## config.mk

```make
export PLATFORM = sky130hd
export DESIGN_NAME = held_key_shift_table_flat
export DESIGN_NICKNAME = d
export VERILOG_FILES = /design/src/rtl/core/hkst_pkg.sv /design/src/rtl/core/hkst_if.sv /design/src/rtl/core/hkst_slot_row.sv /design/src/rtl/core/held_key_shift_table.sv /design/src/flat_wrapper.sv
export SDC_FILE = /design/constraint.sdc
export NUM_CORES = 1
export LEC_CHECK = 0
export ABC_AREA = 1
export BUFFER_PORTS_ARGS = -buffer_cell sky130_fd_sc_hd__buf_2
export CAP_MARGIN = 40
export CORE_ASPECT_RATIO = 1.5
export CORE_MARGIN = 5
export CORE_UTILIZATION = 45
export DETAILED_ROUTE_END_ITERATION = 6
export GPL_TIMING_DRIVEN = 0
export SYNTH_ARGS = -nofsm -noshare
export SYNTH_HDL_FRONTEND = slang
export SYNTH_SLANG_ARGS = --single-unit
```

## constraint.sdc

```tcl
create_clock -name clock -period 5.35 [get_ports clock]
set_clock_uncertainty 0.2 [all_clocks]
set_input_delay 1.07 -clock clock [delete_from_list [all_inputs] [get_ports clock]]
set_output_delay 1.07 -clock clock [all_outputs]
set_load 0.02 [all_outputs]
```

## src/rtl/core/hkst_pkg.sv

```systemverilog
// shared types and constants for the held key shift table
`timescale 1ns / 1ps
`default_nettype none

package hkst_pkg;

   // width of the key code fields on the channels
   localparam int CODE_BITS = 8;
   localparam int ACTION_BITS = 2;

   typedef enum logic [ACTION_BITS-1:0] {
      ACT_PUSH   = 2'd0,
      ACT_POP    = 2'd1,
      ACT_DELETE = 2'd2,
      ACT_QUERY  = 2'd3
   } action_type;

   // command from the front register to the slot row
   typedef struct packed {
      logic       fire;
      action_type action;
   } row_cmd_type;

endpackage

`default_nettype wire

```

## src/rtl/core/hkst_if.sv

```systemverilog
// channel interfaces: request, response and csr write
`timescale 1ns / 1ps
`default_nettype none

interface hkst_req_if;
   logic                            valid;
   logic                            ready;
   logic [hkst_pkg::ACTION_BITS-1:0] action;
   logic [hkst_pkg::CODE_BITS-1:0]   key_code;

   modport source (output valid, output action, output key_code, input ready);
   modport sink (input valid, input action, input key_code, output ready);
endinterface

interface hkst_rsp_if;
   logic                          valid;
   logic                          ready;
   logic [hkst_pkg::CODE_BITS-1:0] key_out;
   logic                          found;

   modport source (output valid, output key_out, output found, input ready);
   modport sink (input valid, input key_out, input found, output ready);
endinterface

interface hkst_csr_if;
   logic                          valid;
   logic                          ready;
   logic [hkst_pkg::CODE_BITS-1:0] data;

   modport source (output valid, output data, input ready);
   modport sink (input valid, input data, output ready);
endinterface

`default_nettype wire

```

## src/rtl/core/hkst_slot_row.sv

```systemverilog
// slot row: storage plus push, pop, stable compaction and presence compare
`timescale 1ns / 1ps
`default_nettype none

module hkst_slot_row #(
   parameter int SLOT_COUNT = 8,
   parameter int KEY_BITS   = 8
) (
   input  wire logic                 clock,
   input  wire logic                 reset,
   input  wire hkst_pkg::row_cmd_type cmd,
   input  wire logic [KEY_BITS-1:0]  code,
   input  wire logic [KEY_BITS-1:0]  empty_code,
   output logic      [KEY_BITS-1:0]  top_key,
   output logic                      hit
);

   localparam int RANK_BITS = (SLOT_COUNT > 1) ? $clog2(SLOT_COUNT) : 1;

   logic [KEY_BITS-1:0]  slots_ff [SLOT_COUNT];
   logic [KEY_BITS-1:0]  slots_in [SLOT_COUNT];
   logic [KEY_BITS-1:0]  packed_row [SLOT_COUNT];
   logic [SLOT_COUNT-1:0] keep;
   logic [SLOT_COUNT-1:0] match;
   logic [RANK_BITS-1:0] rank [SLOT_COUNT];

   always_comb begin
      for (int i = 0; i < SLOT_COUNT; i++) begin
         match[i] = (slots_ff[i] == code);
         keep[i]  = !match[i] && (slots_ff[i] != empty_code);
      end
   end

   assign hit     = |match;
   assign top_key = slots_ff[SLOT_COUNT-1];

   // number of kept entries above each slot gives its distance from the top
   always_comb begin
      for (int i = 0; i < SLOT_COUNT; i++) begin
         rank[i] = RANK_BITS'($countones(keep & ({SLOT_COUNT{1'b1}} << (i + 1))));
      end
   end

   always_comb begin
      logic [KEY_BITS-1:0] pick;
      logic                filled;
      pick   = '0;
      filled = 1'b0;
      for (int j = 0; j < SLOT_COUNT; j++) begin
         pick   = '0;
         filled = 1'b0;
         for (int i = 0; i < SLOT_COUNT; i++) begin
            if (keep[i] && ((SLOT_COUNT - 1 - int'(rank[i])) == j)) begin
               pick   = pick | slots_ff[i];
               filled = 1'b1;
            end
         end
         packed_row[j] = filled ? pick : empty_code;
      end
   end

   always_comb begin
      slots_in = slots_ff;
      unique case (cmd.action)
         hkst_pkg::ACT_PUSH: begin
            for (int i = 0; i < SLOT_COUNT - 1; i++) begin
               slots_in[i] = slots_ff[i+1];
            end
            slots_in[SLOT_COUNT-1] = code;
         end
         hkst_pkg::ACT_POP: begin
            for (int i = 1; i < SLOT_COUNT; i++) begin
               slots_in[i] = slots_ff[i-1];
            end
            slots_in[0] = empty_code;
         end
         hkst_pkg::ACT_DELETE: begin
            slots_in = packed_row;
         end
         hkst_pkg::ACT_QUERY: begin
            slots_in = slots_ff;
         end
         default: begin
            slots_in = slots_ff;
         end
      endcase
   end

   always_ff @(posedge clock) begin
      if (reset) begin
         for (int i = 0; i < SLOT_COUNT; i++) begin
            slots_ff[i] <= '0;
         end
      end else if (cmd.fire) begin
         slots_ff <= slots_in;
      end
   end

`ifndef NO_ASSERTIONS
   a_push_top: assert property (@(posedge clock) disable iff (reset)
      cmd.fire && cmd.action == hkst_pkg::ACT_PUSH
      |=> slots_ff[SLOT_COUNT-1] == $past(code))
      else $error("push did not land on top slot");

   a_pop_bottom: assert property (@(posedge clock) disable iff (reset)
      cmd.fire && cmd.action == hkst_pkg::ACT_POP
      |=> slots_ff[0] == $past(empty_code))
      else $error("pop did not refill bottom slot");

   a_idle_hold: assert property (@(posedge clock) disable iff (reset)
      !cmd.fire |=> slots_ff[SLOT_COUNT-1] == $past(slots_ff[SLOT_COUNT-1]))
      else $error("slot row changed without a command");
`endif

endmodule

`default_nettype wire

```

## src/rtl/core/held_key_shift_table.sv

```systemverilog
// held key shift table top level: front register, slot row, response register
//
//   channel  dir  handshake      payload
//   req_bus  in   valid/ready    action[1:0], key_code[7:0]
//   rsp_bus  out  valid/ready    key_out[7:0], found
//   csr_bus  in   valid/ready    data[7:0] (empty code)
//
// one transaction per cycle sustained while rsp_bus.ready stays high; a taken
// request goes to the front register, then the response register, to rsp_bus
// the slot row updates as the request moves from the front register to the
// response register, so back-to-back requests see each other's effects
// reset clears all slots and the empty code to zero; csr_bus is always ready
// a stalled response holds the pipeline; req_bus.ready drops once the front
// register is also full
`timescale 1ns / 1ps
`default_nettype none

module held_key_shift_table #(
   parameter int SLOT_COUNT = 8,
   parameter int KEY_BITS   = 8
) (
   input  wire logic clock,
   input  wire logic reset,
   hkst_req_if.sink   req_bus,
   hkst_rsp_if.source rsp_bus,
   hkst_csr_if.sink   csr_bus
);

   // bits of an 8-bit code that survive the cut to the slot width
   localparam int CUT_BITS = (KEY_BITS < hkst_pkg::CODE_BITS) ? KEY_BITS
                                                              : hkst_pkg::CODE_BITS;

   logic                  in_valid_ff;
   hkst_pkg::action_type  in_action_ff;
   logic [KEY_BITS-1:0]   in_code_ff;
   logic                  rsp_valid_ff;
   logic [hkst_pkg::CODE_BITS-1:0] rsp_key_ff;
   logic                  rsp_found_ff;
   logic [KEY_BITS-1:0]   empty_ff;

   logic                  advance;
   logic                  req_take;
   logic [KEY_BITS-1:0]   req_code_in;
   logic [KEY_BITS-1:0]   empty_in;
   logic [hkst_pkg::CODE_BITS-1:0] rsp_key_in;
   logic                  rsp_found_in;
   logic [KEY_BITS-1:0]   top_key;
   logic                  hit;
   hkst_pkg::row_cmd_type row_cmd;

   assign advance       = !rsp_valid_ff || rsp_bus.ready;
   assign req_bus.ready = !in_valid_ff || advance;
   assign req_take      = req_bus.valid && req_bus.ready;
   assign csr_bus.ready = 1'b1;

   assign req_code_in = KEY_BITS'(req_bus.key_code[CUT_BITS-1:0]);
   assign empty_in    = KEY_BITS'(csr_bus.data[CUT_BITS-1:0]);

   assign row_cmd.fire   = in_valid_ff && advance;
   assign row_cmd.action = in_action_ff;

   hkst_slot_row #(
      .SLOT_COUNT (SLOT_COUNT),
      .KEY_BITS   (KEY_BITS)
   ) u_row (
      .clock      (clock),
      .reset      (reset),
      .cmd        (row_cmd),
      .code       (in_code_ff),
      .empty_code (empty_ff),
      .top_key    (top_key),
      .hit        (hit)
   );

   always_comb begin
      if (in_action_ff == hkst_pkg::ACT_POP) begin
         rsp_key_in = hkst_pkg::CODE_BITS'(top_key[CUT_BITS-1:0]);
      end else begin
         rsp_key_in = hkst_pkg::CODE_BITS'(in_code_ff[CUT_BITS-1:0]);
      end
      rsp_found_in = (in_action_ff == hkst_pkg::ACT_QUERY) && hit;
   end

   always_ff @(posedge clock) begin
      if (reset) begin
         in_valid_ff  <= 1'b0;
         rsp_valid_ff <= 1'b0;
         empty_ff     <= '0;
      end else begin
         if (req_bus.ready) begin
            in_valid_ff <= req_bus.valid;
         end
         if (advance) begin
            rsp_valid_ff <= in_valid_ff;
         end
         if (csr_bus.valid) begin
            empty_ff <= empty_in;
         end
      end
   end

   // payload registers
   always_ff @(posedge clock) begin
      if (req_take) begin
         in_action_ff <= hkst_pkg::action_type'(req_bus.action);
         in_code_ff   <= req_code_in;
      end
      if (row_cmd.fire) begin
         rsp_key_ff   <= rsp_key_in;
         rsp_found_ff <= rsp_found_in;
      end
   end

   assign rsp_bus.valid   = rsp_valid_ff;
   assign rsp_bus.key_out = rsp_key_ff;
   assign rsp_bus.found   = rsp_found_ff;

`ifndef NO_ASSERTIONS
   a_fire_gives_rsp: assert property (@(posedge clock) disable iff (reset)
      row_cmd.fire |=> rsp_valid_ff)
      else $error("command fired but no response registered");

   a_full_blocks_req: assert property (@(posedge clock) disable iff (reset)
      in_valid_ff && rsp_valid_ff && !rsp_bus.ready |-> !req_bus.ready)
      else $error("request taken while pipeline is full");

   a_found_only_query: assert property (@(posedge clock) disable iff (reset)
      row_cmd.fire && in_action_ff != hkst_pkg::ACT_QUERY |=> !rsp_found_ff)
      else $error("found set for a non-query transaction");
`endif

endmodule

`default_nettype wire
```

## src/flat_wrapper.sv

```systemverilog
// flat-port wrapper written by rule: the top's interface ports become plain ports
module held_key_shift_table_flat 
#(
   parameter int SLOT_COUNT = 8,
   parameter int KEY_BITS   = 8
)
  (clock, reset, req_bus_valid, req_bus_action, req_bus_key_code, req_bus_ready, rsp_bus_valid, rsp_bus_key_out, rsp_bus_found, rsp_bus_ready, csr_bus_valid, csr_bus_data, csr_bus_ready);
  hkst_req_if req_bus_i ();
  hkst_rsp_if rsp_bus_i ();
  hkst_csr_if csr_bus_i ();
  input  wire logic clock;
  input  wire logic reset;
  input wire logic [$bits(req_bus_i.valid)-1:0] req_bus_valid;
  input wire logic [$bits(req_bus_i.action)-1:0] req_bus_action;
  input wire logic [$bits(req_bus_i.key_code)-1:0] req_bus_key_code;
  output wire logic [$bits(req_bus_i.ready)-1:0] req_bus_ready;
  output wire logic [$bits(rsp_bus_i.valid)-1:0] rsp_bus_valid;
  output wire logic [$bits(rsp_bus_i.key_out)-1:0] rsp_bus_key_out;
  output wire logic [$bits(rsp_bus_i.found)-1:0] rsp_bus_found;
  input wire logic [$bits(rsp_bus_i.ready)-1:0] rsp_bus_ready;
  input wire logic [$bits(csr_bus_i.valid)-1:0] csr_bus_valid;
  input wire logic [$bits(csr_bus_i.data)-1:0] csr_bus_data;
  output wire logic [$bits(csr_bus_i.ready)-1:0] csr_bus_ready;
  assign req_bus_i.valid = req_bus_valid;
  assign req_bus_i.action = req_bus_action;
  assign req_bus_i.key_code = req_bus_key_code;
  assign req_bus_ready = req_bus_i.ready;
  assign rsp_bus_valid = rsp_bus_i.valid;
  assign rsp_bus_key_out = rsp_bus_i.key_out;
  assign rsp_bus_found = rsp_bus_i.found;
  assign rsp_bus_i.ready = rsp_bus_ready;
  assign csr_bus_i.valid = csr_bus_valid;
  assign csr_bus_i.data = csr_bus_data;
  assign csr_bus_ready = csr_bus_i.ready;
  held_key_shift_table #(.SLOT_COUNT(SLOT_COUNT), .KEY_BITS(KEY_BITS)) u_core (.clock(clock), .reset(reset), .req_bus(req_bus_i), .rsp_bus(rsp_bus_i), .csr_bus(csr_bus_i));
endmodule
```

==> results.md <==
* Worst reg-to-reg path cell count at 25
* Int Power at 2.05 mW
* CTS root buffer: clkbuf_16
* Sw power at about 2.8 mW
* Nets at 2239
* Max Slew Vio Count at 0
* Share of cells above drive strength 1 at 14.2%
* Flop2flop setup slack at 0.09 ns
* Hold crit path type: flip-flop to flip-flop
* Initial antenna violation count at 0
* Hold_buf cts at 0
* Share of the synthesized area in the top cell type at 20.9%
* Synth cell count leaders: 676 x nand2_1, 272 x nand3_1, 180 x a21oi_1
* Delay-heaviest family, CP: simple AND/OR/NAND/NOR gates
* Antenna viol nets, final at 0
* Vias per cell at between 6 and 7
* Crit-path max cell delay at around 0.62 ns
* Most used cell, CP: nand2_1
* Leakage at between 5 and 6 nW
* Nature of the critical path endpoint: flip-flop
* Worst reg2reg startpoint: u_core.in_code_ff[5]
* Async SR Flop Fraction at 0%
* Syn Area/Cell at 5.68 µm²
* GPL Wtd Cong at 1.06
* Startpoint Class: flip-flop
* Crit path arrival time at roughly 5.3 ns
* EDFF count, synth at 19
* Total negative slack at 0 ns
* Num Clock Sinks at 93
* Failing checks: design-rule violations
* Worst Path Buf+Inv at 5
* Reg clk slew, reported paths at 0.09 ns
* Multi-input logic area at 8640 µm²
* Worst-margin pin slew at a little under 1 ns
* Max-Cap Viols at 0
* Worst VDD drop at 0.000425 V
* Wire per inst at 27.1 µm
* Sw Share at 57.8%
* Initial DRT Pass Iterations at 7
* CTS tree: yes
* Global route overflow at 0
* Hold path endpoint: u_core.rsp_bus.valid
* Drt total wl at 68700 µm
* F_max at 190 MHz
* DRC viols at 1
* Status: finished with violations
* N_diodes at 0
* Num CTS Buffers at 9
* H-tree Lvls at 3
* Initial DRC Count at 2000
* Mapped Cells at around 2100
* Final hold vios at 0
* Relative slew slack at 34.0%
* Number of global-route vias before repair at 14300
* WS Path Type: flip-flop to flip-flop
* Post-synth top area cell: nand2_1
* Worst path slowest cell: fa_2
* Final min period at 5.26 ns
* Cell variety after synth at 40
* Synth area leaders: nand2_1 21%, dfxtp_1 12%, nand3_1 11%
* Synthesized Nets at 2178
* I/O pin total at 35
* Final Hold Slack at 0.283 ns
* Worst-skew pair later-pin latency at 0.39 ns
* Fraction of the cycle the final worst path needs at 98.2%
* Die span in y at between 200 and 250 µm
* Top-count cell post-synth: nand2_1
* PortBufs at 32
* Register area share after synthesis at 16.9%
* Power density over the cells at approximately 360 nW/µm²
* Power Total at slightly below 5 mW
* Full die area at 30400 µm²
* Worst flop-to-flop path endpoint: u_core.u_row.slots_ff[23]
* Post-synthesis register bit count at 93
* Reg power frac at 16.5%
* Die width at approximately 140 µm
* FF/Latch Area at just over 2000 µm²
* Max Fanout on Critical Path at 9
* Detail Placement HPWL at just over 50000 µm
* Ys flop type: dfxtp_1
* Area of the mapped netlist at between 10000 and 15000 µm²
* Largest net degree at the start of global routing at 19
* Setup violations, final at 0
* Required @ worst endpoint at 5.42 ns
* Core Region at 26600 µm²
* Hold_sp: u_core.in_valid_ff
* Fill cells at 2904
* Number of vias in the routed layout at 15800
* Rows at 73
* First-pass GRT wire length at 97000 µm
* Area delta synth->final at 10.6%
* Clk pwr share at 14.1%
* Total GRT Usage at 44.1%
* Comb pwr share at 69.4%
* Yosys warnings at 0
* Starting Density at 45.7%
* Hold path depth at 2
* Clock Path Buffers at 2
## cell type report
| class | count | area share (%) |
|---|---|---|
| flip-flops and latches | 93 | 15.3 |
| repair buffers | 56 | 2.86 |
| inverters | 193 | 5.50 |
| well taps | 337 | 3.14 |
| clock buffers | 9 | 1.68 |
| plain buffers | 157 | 6.62 |
| multi-input cells | 1688 | 64.4 |
| clock inverters | 7 | 0.522 |
## worst min-delay path, stage by stage, from the launching register on
cell and delay [ns]:
dfxtp_1 0.32, inv_1 0.06, a21oi_1 0.06
## repair_timing
action,in CTS,in global routing
pin swaps,2,10
gates resized for setup,25,27
setup endpoints to repair,64,64
buffers inserted,2,13
## cells by family after synthesis
group,Yosys count,share of synthesized area [%]
and+or+nand+nor,1314,49.9
xor gates and xnor gates,74,5.49
DFF,93,16.9
AOI/OAI and AO/OA,281,12.3
adders and majority gates,18,2.23
buffers and inverters,356,13.1
other,1,0.0309
## layer usage
| layer | track usage (%) | wire [µm] |
|---|---|---|
| met3 | 8.47 | 7710 |
| met2 | 66.9 | 29300 |
| met5 | 0 | 0 |
| met4 | 36.1 | 7530 |
| met1 | 53.3 | 24200 |
## placed cells by master, fill, tap and decap left out, types with 5 or more instances in the layout
master       n
dfxtp_1     68
nand2_2     11
clkbuf_16    9
buf_6       24
nand3_1    271
a21oi_2     16
nand3_2     11
o21ai_1     10
nand2_4     14
o21ai_0     62
clkinv_1    24
buf_4       31
edfxtp_1    19
buf_1        5
ha_1        11
dfxtp_2      6
nand4_1    131
inv_1      127
nand2_1    675
buf_8        5
xnor2_1     70
nor2_1     153
a211oi_1     9
clkbuf_1    63
a21oi_1    180
nor2_4      22
buf_2       84
inv_2       37
nor2_2      10
## registers in the layout (all words and copies together) (netlist names)
signal / count
u_core.in_valid_ff: 1
u_core.u_row.slots_ff: 56
u_core.u_row.top_key: 8
u_core.rsp_bus.key_out: 8
u_core.rsp_bus.found: 1
u_core.empty_ff: 8
u_core.in_action_ff: 2
u_core.in_code_ff: 8
u_core.rsp_bus.valid: 1
## power groups by stage
stage / clock, mW / sequential, mW / combinational (mW)
detailed placement: 0 / 0.807 / 3.07
finish: 0.686 / 0.802 / 3.38
global route: 0.704 / 0.803 / 3.59
CTS: 0.676 / 0.793 / 3.16
global placement: 0 / 0.806 / 3.04
floorplan: 0 / 0.799 / 2.21
## worst max-delay path by stage
stage	startpoint	endpoint	slack, ns	cells past startpoint
2_1_floorplan	u_core.in_code_ff[0]	u_core.u_row.slots_ff[18]	0.72	24
3_3_place_gp	u_core.u_row.slots_ff[15]	u_core.u_row.slots_ff[23]	-0.86	23
3_5_place_dp	u_core.u_row.slots_ff[15]	u_core.u_row.slots_ff[23]	-0.61	23
4_1_cts	u_core.empty_ff[4]	u_core.u_row.slots_ff[14]	0.001	23
5_1_grt	u_core.empty_ff[3]	u_core.u_row.slots_ff[14]	-0.02	26
6_report	u_core.in_code_ff[5]	u_core.u_row.slots_ff[23]	0.09	25
## through the flow
step	instance area [µm²]	instances	setup slack [ns]	util (%)
2_1_floorplan	12100	2137	0.724	-
3_3_place_gp	12700	2506	-0.862	47.9
3_5_place_dp	12800	2515	-0.613	48.3
4_1_cts	13200	2531	0.00128	49.8
5_1_grt	13400	2540	-0.0153	50.5
6_report	13400	2540	0.0945	50.5
(Power assumes the default switching activity.)
